[config.mk]
export PLATFORM = sky130hd
export DESIGN_NAME = utf16_to_utf8_encoder
export DESIGN_NICKNAME = d
export VERILOG_FILES = /design/src/sv/u16u8_pkg.sv /design/src/sv/u16u8_enc.sv /design/src/sv/u16u8_ser.sv /design/src/sv/utf16_to_utf8_encoder.sv
export SDC_FILE = /design/constraint.sdc
export NUM_CORES = 1
export LEC_CHECK = 0
export ABC_CLOCK_PERIOD_IN_PS = 3490
export BUFFER_PORTS_ARGS = -buffer_cell sky130_fd_sc_hd__buf_4
export CAP_MARGIN = 10
export CORE_MARGIN = 2
export CORE_UTILIZATION = 30
export CTS_CLUSTER_SIZE = 30
export DETAILED_ROUTE_END_ITERATION = 16
export PLACE_DENSITY = 0.58
export SYNTH_ARGS = -nofsm -noshare
export SYNTH_HDL_FRONTEND = slang
export SYNTH_SLANG_ARGS = --single-unit
[constraint.sdc]
create_clock -name clk -period 3.49 [get_ports clk]
set_input_delay 0.698 -clock clk [delete_from_list [all_inputs] [get_ports clk]]
set_output_delay 0.698 -clock clk [all_outputs]
set_load 0.01 [all_outputs]
[src/sv/u16u8_pkg.sv]
`timescale 1ns / 1ps
// ----------------------------------------------------------------------------
// u16u8_pkg
// shared types, constants and encode helpers for the utf-16 to utf-8 encoder
// ----------------------------------------------------------------------------
package u16u8_pkg;

    localparam int COUNT_WIDTH = 32;
    localparam int TOTAL_W     = 32;
    localparam int CW_EXT      = (COUNT_WIDTH > TOTAL_W) ? COUNT_WIDTH : TOTAL_W;
    localparam int MAX_BYTES   = 6;
    localparam int IDX_W       = $clog2(MAX_BYTES);

    localparam logic [15:0] SURR_HIGH_MIN = 16'hD800;
    localparam logic [15:0] SURR_HIGH_MAX = 16'hDBFF;
    localparam logic [15:0] SURR_LOW_MIN  = 16'hDC00;
    localparam logic [15:0] SURR_LOW_MAX  = 16'hDFFF;
    localparam logic [20:0] PLANE_BASE    = 21'h10000;
    localparam logic [15:0] ONE_BYTE_LIM  = 16'h0080;
    localparam logic [15:0] TWO_BYTE_LIM  = 16'h0800;
    localparam logic [7:0]  LEAD4         = 8'hF0;
    localparam logic [7:0]  LEAD3         = 8'hE0;
    localparam logic [7:0]  LEAD2         = 8'hC0;
    localparam logic [7:0]  CONT          = 8'h80;
    localparam logic [7:0]  CONT_MASK     = 8'h3F;

    typedef struct packed {
        logic [2:0][7:0] bytes;
        logic [1:0]      count;
    } unit_enc_t;

    typedef struct packed {
        logic [MAX_BYTES-1:0][7:0] bytes;
        logic [IDX_W-1:0]          count;
        logic                      last;
        logic [TOTAL_W-1:0]        total;
    } job_t;

    function automatic unit_enc_t encode_unit(logic [15:0] u);
        unit_enc_t r;
        r = '0;
        if (u < ONE_BYTE_LIM)
        begin
            r.bytes[0] = {1'b0, u[6:0]};
            r.count    = 2'd1;
        end
        else if (u < TWO_BYTE_LIM)
        begin
            r.bytes[0] = LEAD2 | {3'b000, u[10:6]};
            r.bytes[1] = CONT | (CONT_MASK & {2'b00, u[5:0]});
            r.count    = 2'd2;
        end
        else
        begin
            r.bytes[0] = LEAD3 | {4'h0, u[15:12]};
            r.bytes[1] = CONT | (CONT_MASK & {2'b00, u[11:6]});
            r.bytes[2] = CONT | (CONT_MASK & {2'b00, u[5:0]});
            r.count    = 2'd3;
        end
        return r;
    endfunction

    function automatic logic [TOTAL_W-1:0] clip_total(logic [COUNT_WIDTH-1:0] v);
        logic [CW_EXT-1:0] ext;
        ext = CW_EXT'(v);
        if (ext > CW_EXT'({TOTAL_W{1'b1}}))
            return {TOTAL_W{1'b1}};
        else
            return ext[TOTAL_W-1:0];
    endfunction

endpackage

[src/sv/u16u8_enc.sv]
`timescale 1ns / 1ps
// ----------------------------------------------------------------------------
// u16u8_enc
// surrogate pairing, byte assembly and length count, one code unit per cycle while in_stall is low
// ----------------------------------------------------------------------------
module u16u8_enc
    import u16u8_pkg::*;
(
    input  logic        clk,
    input  logic        rst_n,
    input  logic        in_valid,
    output logic        in_stall,
    input  logic [15:0] code_unit,
    input  logic        string_last,
    output job_t        job,
    output logic        job_valid,
    input  logic        job_take
);

    logic                   held_valid_reg, held_valid_next;
    logic [15:0]            held_high_reg, held_high_next;
    logic [COUNT_WIDTH-1:0] byte_total_reg, byte_total_next;
    logic                   job_valid_reg, job_valid_next;
    job_t                   job_reg, job_next;

    logic                   accept;
    logic                   is_high, is_low, hold_new;
    unit_enc_t              unit_enc, held_enc;
    logic [20:0]            cp;
    logic [COUNT_WIDTH:0]   sum_ext;
    logic [COUNT_WIDTH-1:0] sum_sat;

    assign in_stall  = job_valid_reg && !job_take;
    assign accept    = in_valid && !in_stall;
    assign job       = job_reg;
    assign job_valid = job_valid_reg;

    assign is_high  = (code_unit >= SURR_HIGH_MIN) && (code_unit <= SURR_HIGH_MAX);
    assign is_low   = (code_unit >= SURR_LOW_MIN) && (code_unit <= SURR_LOW_MAX);
    assign hold_new = is_high && !string_last;
    assign unit_enc = encode_unit(code_unit);
    assign held_enc = encode_unit(held_high_reg);
    assign cp       = PLANE_BASE + {1'b0, held_high_reg[9:0], code_unit[9:0]};

    always_comb
    begin
        job_next        = '0;
        held_valid_next = 1'b0;
        held_high_next  = '0;
        if (held_valid_reg && is_low)
        begin
            job_next.bytes[0] = LEAD4 | {5'b00000, cp[20:18]};
            job_next.bytes[1] = CONT | (CONT_MASK & {2'b00, cp[17:12]});
            job_next.bytes[2] = CONT | (CONT_MASK & {2'b00, cp[11:6]});
            job_next.bytes[3] = CONT | (CONT_MASK & {2'b00, cp[5:0]});
            job_next.count    = IDX_W'(4);
        end
        else if (held_valid_reg)
        begin
            job_next.bytes[2:0] = held_enc.bytes;
            if (hold_new)
            begin
                job_next.count  = IDX_W'(3);
                held_valid_next = 1'b1;
                held_high_next  = code_unit;
            end
            else
            begin
                job_next.bytes[5:3] = unit_enc.bytes;
                job_next.count      = IDX_W'(3) + IDX_W'(unit_enc.count);
            end
        end
        else
        begin
            if (hold_new)
            begin
                held_valid_next = 1'b1;
                held_high_next  = code_unit;
            end
            else
            begin
                job_next.bytes[2:0] = unit_enc.bytes;
                job_next.count      = IDX_W'(unit_enc.count);
            end
        end
        job_next.last = string_last;

        sum_ext = (COUNT_WIDTH+1)'(byte_total_reg) + (COUNT_WIDTH+1)'(job_next.count);
        if (sum_ext[COUNT_WIDTH])
            sum_sat = {COUNT_WIDTH{1'b1}};
        else
            sum_sat = sum_ext[COUNT_WIDTH-1:0];
        job_next.total  = string_last ? clip_total(sum_sat) : '0;
        byte_total_next = string_last ? '0 : sum_sat;

        job_valid_next = job_valid_reg && !job_take;
        if (accept)
            job_valid_next = (job_next.count != '0);
    end

    always_ff @(posedge clk or negedge rst_n)
    begin
        if (!rst_n)
        begin
            held_valid_reg <= 1'b0;
            held_high_reg  <= '0;
            byte_total_reg <= '0;
            job_valid_reg  <= 1'b0;
        end
        else
        begin
            job_valid_reg <= job_valid_next;
            if (accept)
            begin
                held_valid_reg <= held_valid_next;
                held_high_reg  <= held_high_next;
                byte_total_reg <= byte_total_next;
            end
        end
    end

    always_ff @(posedge clk)
    begin
        if (accept)
            job_reg <= job_next;
    end

`ifndef SYNTHESIS
    a_no_hold_past_end: assert property (@(posedge clk) disable iff (!rst_n)
        (accept && string_last) |=> (!held_valid_reg && byte_total_reg == '0))
        else $error("surrogate or count carried across string end");
    a_hold_no_job: assert property (@(posedge clk) disable iff (!rst_n)
        (accept && !held_valid_reg && hold_new) |=> !job_valid_reg)
        else $error("job issued for a held surrogate");
    a_held_is_high: assert property (@(posedge clk) disable iff (!rst_n)
        held_valid_reg |-> (held_high_reg >= SURR_HIGH_MIN && held_high_reg <= SURR_HIGH_MAX))
        else $error("held unit is not a high surrogate");
`endif

endmodule

[src/sv/u16u8_ser.sv]
`timescale 1ns / 1ps
// ----------------------------------------------------------------------------
// u16u8_ser
// walks the bytes of one job into the output register, one byte per cycle while out_stall is low
// ----------------------------------------------------------------------------
module u16u8_ser
    import u16u8_pkg::*;
(
    input  logic               clk,
    input  logic               rst_n,
    input  job_t               job,
    input  logic               job_valid,
    output logic               job_take,
    output logic               out_valid,
    input  logic               out_stall,
    output logic [7:0]         out_byte,
    output logic               run_last,
    output logic               string_end,
    output logic [TOTAL_W-1:0] total_bytes
);

    logic [IDX_W-1:0]   idx_reg, idx_next;
    logic               out_valid_reg, out_valid_next;
    logic [7:0]         out_byte_reg;
    logic               run_last_reg;
    logic               string_end_reg;
    logic [TOTAL_W-1:0] total_reg;

    logic               load, emit, final_byte;

    assign load       = !out_valid_reg || !out_stall;
    assign emit       = job_valid && load;
    assign final_byte = (idx_reg == job.count - IDX_W'(1));
    assign job_take   = emit && final_byte;

    always_comb
    begin
        idx_next       = idx_reg;
        out_valid_next = out_valid_reg && !load;
        if (emit)
        begin
            idx_next       = final_byte ? '0 : idx_reg + IDX_W'(1);
            out_valid_next = 1'b1;
        end
    end

    always_ff @(posedge clk or negedge rst_n)
    begin
        if (!rst_n)
        begin
            idx_reg       <= '0;
            out_valid_reg <= 1'b0;
        end
        else
        begin
            idx_reg       <= idx_next;
            out_valid_reg <= out_valid_next;
        end
    end

    always_ff @(posedge clk)
    begin
        if (emit)
        begin
            out_byte_reg   <= job.bytes[idx_reg];
            run_last_reg   <= final_byte;
            string_end_reg <= final_byte && job.last;
            total_reg      <= (final_byte && job.last) ? job.total : '0;
        end
    end

    assign out_valid   = out_valid_reg;
    assign out_byte    = out_byte_reg;
    assign run_last    = run_last_reg;
    assign string_end  = string_end_reg;
    assign total_bytes = total_reg;

`ifndef SYNTHESIS
    a_idx_in_range: assert property (@(posedge clk) disable iff (!rst_n)
        job_valid |-> (job.count != '0 && idx_reg < job.count))
        else $error("byte index outside job");
    a_end_on_run_last: assert property (@(posedge clk) disable iff (!rst_n)
        (out_valid_reg && string_end_reg) |-> run_last_reg)
        else $error("string end not on last byte of run");
    a_total_only_at_end: assert property (@(posedge clk) disable iff (!rst_n)
        (out_valid_reg && !string_end_reg) |-> (total_reg == '0))
        else $error("total reported before string end");
`endif

endmodule

[src/sv/utf16_to_utf8_encoder.sv]
`timescale 1ns / 1ps
// the first utf-8 byte of a code unit goes through the encoder job register, then the serializer output register
// throughput: one output byte per cycle while out_stall is low; the input stalls until a job's last byte is taken
// a unit that is held as a high surrogate gives no bytes when it is accepted
// the single byte output register is the limit: a job holds at most 6 bytes, an ascii unit alone gives 1
// reset: rst_n async active low clears held surrogate, byte count and all valid flags
// ----------------------------------------------------------------------------
// utf16_to_utf8_encoder
// utf-16 code unit stream to utf-8 byte stream with running string length
// ----------------------------------------------------------------------------
module utf16_to_utf8_encoder
    import u16u8_pkg::*;
(
    input  logic               clk,
    input  logic               rst_n,
    input  logic               in_valid,
    output logic               in_stall,
    input  logic [15:0]        code_unit,
    input  logic               string_last,
    output logic               out_valid,
    input  logic               out_stall,
    output logic [7:0]         out_byte,
    output logic               run_last,
    output logic               string_end,
    output logic [TOTAL_W-1:0] total_bytes
);

    job_t job;
    logic job_valid;
    logic job_take;

    u16u8_enc u_enc
    (
        .clk         (clk),
        .rst_n       (rst_n),
        .in_valid    (in_valid),
        .in_stall    (in_stall),
        .code_unit   (code_unit),
        .string_last (string_last),
        .job         (job),
        .job_valid   (job_valid),
        .job_take    (job_take)
    );

    u16u8_ser u_ser
    (
        .clk         (clk),
        .rst_n       (rst_n),
        .job         (job),
        .job_valid   (job_valid),
        .job_take    (job_take),
        .out_valid   (out_valid),
        .out_stall   (out_stall),
        .out_byte    (out_byte),
        .run_last    (run_last),
        .string_end  (string_end),
        .total_bytes (total_bytes)
    );

endmodule
==> run_summary.xml, run 1 <==
<?xml version="1.0" encoding="UTF-8"?>
<metrics>
  <group name="status">
    <metric name="run_status" unit="">complete, no violations</metric>
  </group>
  <group name="finish">
    <metric name="area.growth.synth_to_final" unit="%">22.80</metric>
    <metric name="antenna_diode_instance_count" unit="">0</metric>
    <metric name="post_route_cells_drive_above_1_share" unit="%">23.91</metric>
    <metric name="nets" unit="">889</metric>
    <metric name="largest_register_ffs" unit="">79</metric>
    <metric name="n_fill_cell" unit="">2758</metric>
    <metric name="instances_no_fill" unit="">1258</metric>
  </group>
  <group name="clock_network">
    <metric name="cts.sink_count" unit="">175</metric>
    <metric name="insertion_delay" unit="ns">0.44</metric>
    <metric name="cts_max_level" unit="">4</metric>
    <metric name="postCtsSetupRepairBufs" unit="">0</metric>
    <metric name="tritoncts" unit="">built</metric>
    <metric name="cts_buffer_count" unit="">17</metric>
    <metric name="number_of_gates_given_a_new_drive_strength_after_cts" unit="">0</metric>
    <metric name="number_of_hold_buffers_added_after_cts" unit="">0</metric>
    <metric name="cts-root-to-sink-buffers" unit="">2</metric>
    <metric name="cts.clk_slew.worst_paths" unit="ns">0.06</metric>
    <metric name="cts-root-buf" unit="">clkbuf_16</metric>
  </group>
  <group name="synthesis">
    <metric name="synthesis.area_per_instance" unit="sq um">11.30</metric>
    <metric name="synth.ff_latch_count" unit="">175</metric>
    <metric name="synth-async-reset-ratio" unit="%">30.86</metric>
    <metric name="synth-edff-count" unit="">121</metric>
    <metric name="syn_nets" unit="">799</metric>
    <metric name="synthFlopType" unit="">edfxtp_1</metric>
    <metric name="ys_types" unit="">74</metric>
    <metric name="yosys_warnings" unit="">0</metric>
    <metric name="seq_area_frac_synth" unit="%">57.20</metric>
    <metric name="mapped_cell_area" unit="sq um">8715</metric>
    <metric name="netlist_instances" unit="">771</metric>
  </group>
  <group name="timing">
    <metric name="finClkSkew" unit="ns">0.01175</metric>
    <metric name="setup_viol" unit="">0</metric>
    <metric name="achievable-frequency" unit="MHz">303.9</metric>
    <metric name="fin_crit_sh" unit="%">94.29</metric>
    <metric name="layout_setup_ws" unit="ns">0.1992</metric>
    <metric name="worstMarginPinSlew" unit="ns">0.8089</metric>
    <metric name="grt_setup_unrepaired" unit="">no</metric>
    <metric name="finalHoldWorstSlack" unit="ns">0.3121</metric>
    <metric name="number_of_slew_limit_violations_in_the_final_report" unit="">0</metric>
    <metric name="timing.final.crit_period" unit="ns">3.291</metric>
    <metric name="maxSlewHeadroom" unit="%">46.07</metric>
    <metric name="final_hold_viol_count" unit="">0</metric>
  </group>
  <group name="setup_path">
    <metric name="critPathSlowestCell" unit="">or4_1</metric>
    <metric name="worst-endpoint-arrival" unit="ns">3.48</metric>
    <metric name="worst_setup_path_end_kind" unit="">register</metric>
    <metric name="timing.critical_path.fanout_max" unit="">4</metric>
    <metric name="critPathMostFrequentCell" unit="">buf_4</metric>
    <metric name="crit_required" unit="ns">3.68</metric>
    <metric name="largest_stage_delay_worst_path" unit="ns">0.66</metric>
    <metric name="r2r_slack" unit="ns">0.81</metric>
    <metric name="critical_path.top_delay_family" unit="">simple AND/OR/NAND/NOR gates</metric>
    <metric name="criticalPathCategory" unit="">input port to register</metric>
    <metric name="crit_path_start_kind" unit="">input port</metric>
    <metric name="timing.critical_path.cells" unit="">buf_4 -&gt; or4_1 -&gt; or2_1 -&gt; o21ai_1 -&gt; nand2_1 -&gt; ha_1 -&gt; nand3_1 -&gt; buf_4 -&gt; a21oi_1 -&gt; buf_4 -&gt; buf_4 -&gt; a31oi_1 -&gt; o21ai_0 -&gt; and2_1</metric>
    <metric name="crit_buf_inv" unit="">4</metric>
    <metric name="timing.rr.start" unit="">u_enc.held_valid_reg</metric>
    <metric name="timing.rr.end" unit="">u_enc.byte_total_reg[9]</metric>
    <metric name="r2r.worst_path.cells" unit="">12</metric>
  </group>
  <group name="detailed_routing">
    <metric name="drtAntennaViolNets" unit="">0</metric>
    <metric name="routed_via_density" unit="">5.150</metric>
    <metric name="postRouteWirelength" unit="microns">21380</metric>
    <metric name="post_route_drc_violation_count" unit="">0</metric>
    <metric name="wire_per_inst" unit="microns">16.99</metric>
    <metric name="drt_first_iter_violations" unit="">533</metric>
    <metric name="drt_first_pass_iters" unit="">5</metric>
    <metric name="via_count" unit="">6479</metric>
  </group>
  <group name="die">
    <metric name="die_height" unit="microns">174.4</metric>
    <metric name="initial_utilization" unit="%">30.44</metric>
    <metric name="rows" unit="">62</metric>
    <metric name="core" unit="sq um">28630</metric>
    <metric name="design.die.area" unit="sq um">30430</metric>
    <metric name="floorplan.die.width" unit="microns">174.4</metric>
    <metric name="io_pins" unit="">65</metric>
  </group>
  <group name="placed_design">
    <metric name="dp_hpwl" unit="microns">15240</metric>
    <metric name="gp_routability_congestion" unit="">0.8951</metric>
    <metric name="preCtsSetupSlack" unit="ns">-0.2267</metric>
    <metric name="numPlacedInstances" unit="">1226</metric>
    <metric name="portBuffers" unit="">64</metric>
  </group>
  <group name="min_path">
    <metric name="hold_class" unit="">input port to asynchronous set/reset pin</metric>
  </group>
  <group name="pwr">
    <metric name="total_switching_power" unit="W">0.001839</metric>
    <metric name="power.static_leakage" unit="nW">4.321</metric>
    <metric name="power_switching_share" unit="%">29.88</metric>
    <metric name="cellPowerDensity" unit="nW/um^2">575.1</metric>
    <metric name="internal-power" unit="W">0.004316</metric>
    <metric name="clockPowerShare" unit="%">30.7</metric>
    <metric name="power_frac_seq" unit="%">44.7</metric>
    <metric name="report.power.total" unit="W">0.006155</metric>
    <metric name="share_comb_of_total_power" unit="%">24.6</metric>
    <metric name="ir_drop" unit="V">0.0003512</metric>
  </group>
  <group name="global_route">
    <metric name="grt_max_degree" unit="">55</metric>
    <metric name="overflow" unit="">0</metric>
    <metric name="antenna_violations_before_repair" unit="">0</metric>
    <metric name="grt_pass1_wl" unit="microns">34020</metric>
    <metric name="via_count_of_the_first_global_routing_pass" unit="">5956</metric>
    <metric name="grt_util_all_layers" unit="%">14.09</metric>
  </group>
  <group name="run">
    <metric name="cap_violations" unit="">0</metric>
  </group>
</metrics>
==> metal layers <==
layer	vias up	track usage (%)	share of wire, %
li1	3105	-	-
met1	3177	20.85	49
met2	177	21.13	46
met3	20	2.406	4.2
met4	0	4.062	1.3
met5	-	0	0
==> logic make-up after synthesis <==
| family | after synthesis | share of synthesized area, % |
|---|---|---|
| flops | 175 | 57.20 |
| fa+ha+maj | 7 | 1.091 |
| buf+inv | 80 | 3.733 |
| simple gates | 244 | 15.46 |
| compound gates | 219 | 16.51 |
| mux | 22 | 3.417 |
| xor+xnor | 24 | 2.584 |
==> cell usage in the layout, fill, tap and decap left out, drive strengths merged, types with 5 or more instances in the layout <==
cell type | netlist | final
buf | 17 | 131
edfxtp | 121 | 121
a21oi | 73 | 73
nand2 | 63 | 63
dfrtp | 54 | 54
and3 | 46 | 46
nor2 | 43 | 43
o21ai | 33 | 33
inv | 19 | 24
xnor2 | 21 | 21
nand3 | 20 | 20
clkbuf | 43 | 20
a31oi | 19 | 19
nor3 | 16 | 16
mux2i | 14 | 14
and2 | 12 | 12
nand4 | 9 | 9
nor4 | 9 | 9
o22ai | 8 | 8
o221ai | 8 | 8
o21a | 8 | 8
a21o | 8 | 8
o22a | 8 | 8
o31ai | 8 | 8
nor4b | 7 | 7
mux4 | 6 | 6
a22o | 6 | 6
a32oi | 6 | 6
ha | 6 | 6
clkinv | 1 | 6
and4 | 5 | 5
a31o | 5 | 5
==> power by group through the flow <==
stage | clock, W | sequential (W) | combinational, W
after detailed placement | 0 | 0.00280 | 0.00152
final | 0.00189 | 0.00275 | 0.00151
after global placement | 0 | 0.00279 | 0.00152
after floorplan | 0 | 0.00283 | 0.000884
after global routing | 0.00200 | 0.00278 | 0.00165
after CTS | 0.00192 | 0.00276 | 0.00153
==> area by class of cell <==
cell class / count / area [sq um] / share of cell area (%)
well taps: 384 / 480.5 / 4.490
flip-flops and latches: 175 / 4985 / 46.58
inverters: 20 / 77.57 / 0.7249
clock inverters: 12 / 120.1 / 1.122
clock buffers: 20 / 466.7 / 4.361
repair buffers: 131 / 1046 / 9.774
multi-input cells: 516 / 3526 / 32.95
==> worst max-delay path by stage <==
stage / end / depth (start not counted) / from
detailed placement: u_enc.byte_total_reg[9] / 14 / code_unit[14]
global placement: u_enc.job[22] / 12 / code_unit[14]
finish: u_enc.job[9] / 14 / code_unit[14]
floorplan: u_enc.job[13] / 14 / code_unit[14]
CTS: u_enc.byte_total_reg[9] / 14 / code_unit[14]
global route: u_enc.job[18] / 13 / code_unit[14]
==> through the flow <==
step           util (%)  TNS, ns  instance area [sq um]
6_report          37.39        0                  10700
5_1_grt           37.39        0                  10700
4_1_cts           37.39        0                  10700
3_5_place_dp      35.34   -9.023                  10110
3_3_place_gp      35.34   -6.914                  10110
2_1_floorplan         -        0                   8853
==> worst register-to-register path: cells and delay by family, from the launching register on <==
family | cells | cell delay (ns)
compound gates | 4 | 0.78
fa+ha+maj | 1 | 0.27
buf+inv | 3 | 0.54
flops | 1 | 0.42
simple gates | 4 | 0.57
==> cells in the mapped netlist (all sizes together) (5+ instances only) <==
master | instances | area share [%]
nand2 | 63 | 2.7
nand3 | 20 | 1.1
a31o | 5 | 0.50
xnor2 | 21 | 2.1
o221ai | 8 | 0.80
nor4 | 9 | 1.1
mux2i | 14 | 1.6
a32oi | 6 | 0.60
a21oi | 73 | 4.2
and3 | 46 | 3.3
nand4 | 9 | 0.89
a21o | 8 | 0.69
clkbuf | 43 | 1.9
and4 | 5 | 0.50
o22ai | 8 | 0.57
ha | 6 | 0.86
a22o | 6 | 0.60
dfrtp | 54 | 16
o22a | 8 | 0.80
edfxtp | 121 | 42
mux4 | 6 | 1.6
buf | 17 | 0.99
o21a | 8 | 0.69
a31oi | 19 | 1.4
inv | 19 | 0.82
and2 | 12 | 0.86
nor4b | 7 | 0.78
o31ai | 8 | 0.69
o21ai | 33 | 1.9
nor3 | 16 | 1.1
nor2 | 43 | 1.9
Note: power is estimated with default switching activity, not from simulation.
==> run 2: changes to the inputs <==
ABC_CLOCK_PERIOD_IN_PS = 2900   (was 3490)
CORE_UTILIZATION = 55   (was 30)
PLACE_DENSITY = 0.89   (was 0.58)
clock period = 2.9 ns   (was 3.49 ns; I/O delays follow)
==> run 2 against run 1 <==
  * The flow now finishes with violations (negative setup slack)
  * Non-clock buffer count increased by 38
  * Wire length increased by 29%
  * Clock skew increased by 0.0037 ns
  * Clock-buffer cell count decreased by 3
  * Utilization increased by 35 points
  * Sequential power increased by 22%
  * Via count increased by 19%
  * Die area decreased by 45%
==> run_summary.xml, run 2 (synthesis gave the netlist of run 1 again) <==
<?xml version="1.0" encoding="UTF-8"?>
<metrics>
  <group name="global_route">
    <metric name="antenna_violations_before_repair" unit="">1</metric>
    <metric name="grt_max_degree" unit="">55</metric>
    <metric name="grt_pass1_wl" unit="microns">36230</metric>
    <metric name="overflow" unit="">0</metric>
    <metric name="via_count_of_the_first_global_routing_pass" unit="">6445</metric>
    <metric name="grt_util_all_layers" unit="%">28.50</metric>
  </group>
  <group name="clock_network">
    <metric name="cts.clk_slew.worst_paths" unit="ns">0.08</metric>
    <metric name="number_of_hold_buffers_added_after_cts" unit="">0</metric>
    <metric name="insertion_delay" unit="ns">0.46</metric>
    <metric name="cts-root-buf" unit="">clkbuf_16</metric>
    <metric name="cts.sink_count" unit="">175</metric>
    <metric name="cts_buffer_count" unit="">17</metric>
    <metric name="cts-root-to-sink-buffers" unit="">2</metric>
    <metric name="tritoncts" unit="">built</metric>
    <metric name="cts_max_level" unit="">4</metric>
  </group>
  <group name="setup_path">
    <metric name="worstSetupEndpoint" unit="">u_enc.job[14]</metric>
    <metric name="timing.critical_path.cells" unit="">buf_4 -&gt; or4_4 -&gt; a21oi_4 -&gt; nor2_2 -&gt; a21oi_2 -&gt; ha_2 -&gt; fa_2 -&gt; a21o_1 -&gt; nand3_4 -&gt; buf_4 -&gt; buf_6 -&gt; nor2_4 -&gt; buf_6 -&gt; o21ai_0 -&gt; a31oi_1</metric>
    <metric name="critical_path.top_delay_family" unit="">compound AO/OA/AOI/OAI gates</metric>
    <metric name="critPathSlowestCell" unit="">or4_4</metric>
    <metric name="timing.rr.end" unit="">u_enc.job[14]</metric>
    <metric name="worst-endpoint-arrival" unit="ns">3.58</metric>
    <metric name="crit_path_start_kind" unit="">input port</metric>
    <metric name="cp_num_cells" unit="">15</metric>
    <metric name="worst_setup_path_end_kind" unit="">register</metric>
    <metric name="crit_buf_inv" unit="">4</metric>
    <metric name="criticalPathCategory" unit="">input port to register</metric>
    <metric name="r2r.worst_path.cells" unit="">13</metric>
    <metric name="r2r_slack" unit="ns">-0.06</metric>
    <metric name="largest_stage_delay_worst_path" unit="ns">0.54</metric>
    <metric name="crit_required" unit="ns">3.19</metric>
    <metric name="critPathLaunch" unit="">code_unit[9]</metric>
    <metric name="timing.rr.start" unit="">u_enc.held_valid_reg</metric>
    <metric name="timing.critical_path.fanout_max" unit="">7</metric>
  </group>
  <group name="timing">
    <metric name="timing.final.crit_period" unit="ns">3.293</metric>
    <metric name="grt_setup_unrepaired" unit="">yes</metric>
    <metric name="achievable-frequency" unit="MHz">303.7</metric>
    <metric name="setup_viol" unit="">64</metric>
    <metric name="layout_setup_ws" unit="ns">-0.3926</metric>
    <metric name="number_of_slew_limit_violations_in_the_final_report" unit="">0</metric>
    <metric name="maxSlewHeadroom" unit="%">40.46</metric>
    <metric name="finClkSkew" unit="ns">0.01547</metric>
    <metric name="worstMarginPinSlew" unit="ns">0.8931</metric>
    <metric name="fin_crit_sh" unit="%">113.5</metric>
    <metric name="final_hold_viol_count" unit="">0</metric>
  </group>
  <group name="pwr">
    <metric name="internal-power" unit="W">0.005293</metric>
    <metric name="clockPowerShare" unit="%">30.5</metric>
    <metric name="report.power.total" unit="W">0.007870</metric>
    <metric name="share_comb_of_total_power" unit="%">26.9</metric>
    <metric name="power_switching_share" unit="%">32.75</metric>
    <metric name="cellPowerDensity" unit="nW/um^2">697.9</metric>
    <metric name="ir_drop" unit="V">0.0006218</metric>
    <metric name="power.static_leakage" unit="nW">4.678</metric>
    <metric name="total_switching_power" unit="W">0.002577</metric>
    <metric name="power_frac_seq" unit="%">42.6</metric>
  </group>
  <group name="detailed_routing">
    <metric name="drt_first_iter_violations" unit="">1326</metric>
    <metric name="postRouteWirelength" unit="microns">27560</metric>
    <metric name="drtAntennaViolNets" unit="">0</metric>
    <metric name="routed_via_density" unit="">6.841</metric>
    <metric name="post_route_drc_violation_count" unit="">0</metric>
    <metric name="via_count" unit="">7724</metric>
    <metric name="wire_per_inst" unit="microns">24.41</metric>
    <metric name="drt_first_pass_iters" unit="">6</metric>
  </group>
  <group name="die">
    <metric name="rows" unit="">46</metric>
    <metric name="design.die.area" unit="sq um">16870</metric>
    <metric name="io_pins" unit="">65</metric>
    <metric name="floorplan.die.width" unit="microns">129.9</metric>
    <metric name="die_height" unit="microns">129.9</metric>
    <metric name="core" unit="sq um">15660</metric>
    <metric name="initial_utilization" unit="%">55.67</metric>
  </group>
  <group name="finish">
    <metric name="post_route_cells_drive_above_1_share" unit="%">33.00</metric>
    <metric name="n_fill_cell" unit="">901</metric>
    <metric name="multi_input_area" unit="sq um">3913</metric>
    <metric name="layout.cells.most_common" unit="">buf_4</metric>
    <metric name="mostFrequentLayoutCells" unit="">buf_4 (143), edfxtp_1 (121), nand2_1 (61), dfrtp_1 (54), a21oi_1 (52)</metric>
    <metric name="largest_register_ffs" unit="">79</metric>
    <metric name="instances_no_fill" unit="">1129</metric>
    <metric name="sequential_cell_area" unit="sq um">4985</metric>
    <metric name="nets" unit="">927</metric>
    <metric name="area.growth.synth_to_final" unit="%">29.40</metric>
  </group>
  <group name="placed_design">
    <metric name="gp_routability_congestion" unit="">0.9408</metric>
    <metric name="dp_hpwl" unit="microns">14740</metric>
    <metric name="numPlacedInstances" unit="">1066</metric>
    <metric name="portBuffers" unit="">64</metric>
  </group>
  <group name="status">
    <metric name="run_status" unit="">complete, but fails checks</metric>
    <metric name="failing_checks" unit="">negative setup slack</metric>
  </group>
  <group name="min_path">
    <metric name="hold_class" unit="">input port to asynchronous set/reset pin</metric>
  </group>
  <group name="run">
    <metric name="cap_violations" unit="">0</metric>
  </group>
</metrics>
[run 2: cell count changes in the layout (fill, tap and decap cells not counted), moves of 4 or more]
cell,previous run,this run
a21oi_1,72,52
a21oi_2,1,17
a21oi_4,0,4
buf_4,126,143
buf_6,0,21
inv_8,1,6
nor2_1,41,36
nor2_4,1,5
nor3_4,2,6
o21ai_0,32,27
xnor2_1,21,15
xnor2_2,0,5
[run 2: layout make-up]
class                   instances  area share [%]
flip-flops and latches        175           44.20
diodes                          1         0.02219
repair buffers                169           12.55
multi-input cells             516           34.69
well taps                     216           2.397
clock inverters                15           1.675
inverters                      20          0.6879
clock buffers                  17           3.772
[run 2: worst min path at each step]
stage	end	slack, ns	cells past startpoint
CTS	u_enc.byte_total_reg[16]	0.21	1
detailed placement	u_enc.byte_total_reg[0]	0.48	2
floorplan	asynchronous set/reset pin	0.28	0
global route	u_enc.byte_total_reg[28]	0.23	1
finish	u_enc.byte_total_reg[16]	0.17	1
global placement	u_enc.byte_total_reg[0]	0.47	2
[run 2: metal layers]
metal  share of wire, %  wire length (microns)  global-route usage, %
met5               0.20                     54                      0
met4                5.1                   1419                  10.37
met3                 12                   3402                  5.125
met2                 46                  12760                  43.36
met1                 36                   9918                  41.43
[run 2: what timing repair did]
item                       4_1_cts  5_1_grt
setup endpoints to repair       61       64
buffers inserted                 7       21
gates cloned                     0        2
resized for setup               20       59
pin swaps                       20       42
[run 2: power by group through the flow]
| stage | clock [W] | combinational (W) | sequential, W |
|---|---|---|---|
| global route | 0.00249 | 0.00224 | 0.00338 |
| finish | 0.00240 | 0.00211 | 0.00336 |
| CTS | 0.00236 | 0.00191 | 0.00332 |
| global placement | 0 | 0.00177 | 0.00334 |
| floorplan | 0 | 0.00111 | 0.00340 |
| detailed placement | 0 | 0.00183 | 0.00336 |
[run 2: metrics by stage]
step	hold WS, ns	utilization, %	setup WS, ns	TNS [ns]	cell area [sq um]
after floorplan	0.2844	-	-0.4354	-20.64	8991
after global placement	0.4724	64.05	-0.5452	-27.68	10030
after detailed placement	0.4822	64.05	-0.6480	-31.84	10030
after CTS	0.2140	68.97	-0.05034	-0.2818	10800
after global routing	0.2295	72.02	-0.4467	-10.27	11270
final	0.1718	72.03	-0.3926	-8.052	11280
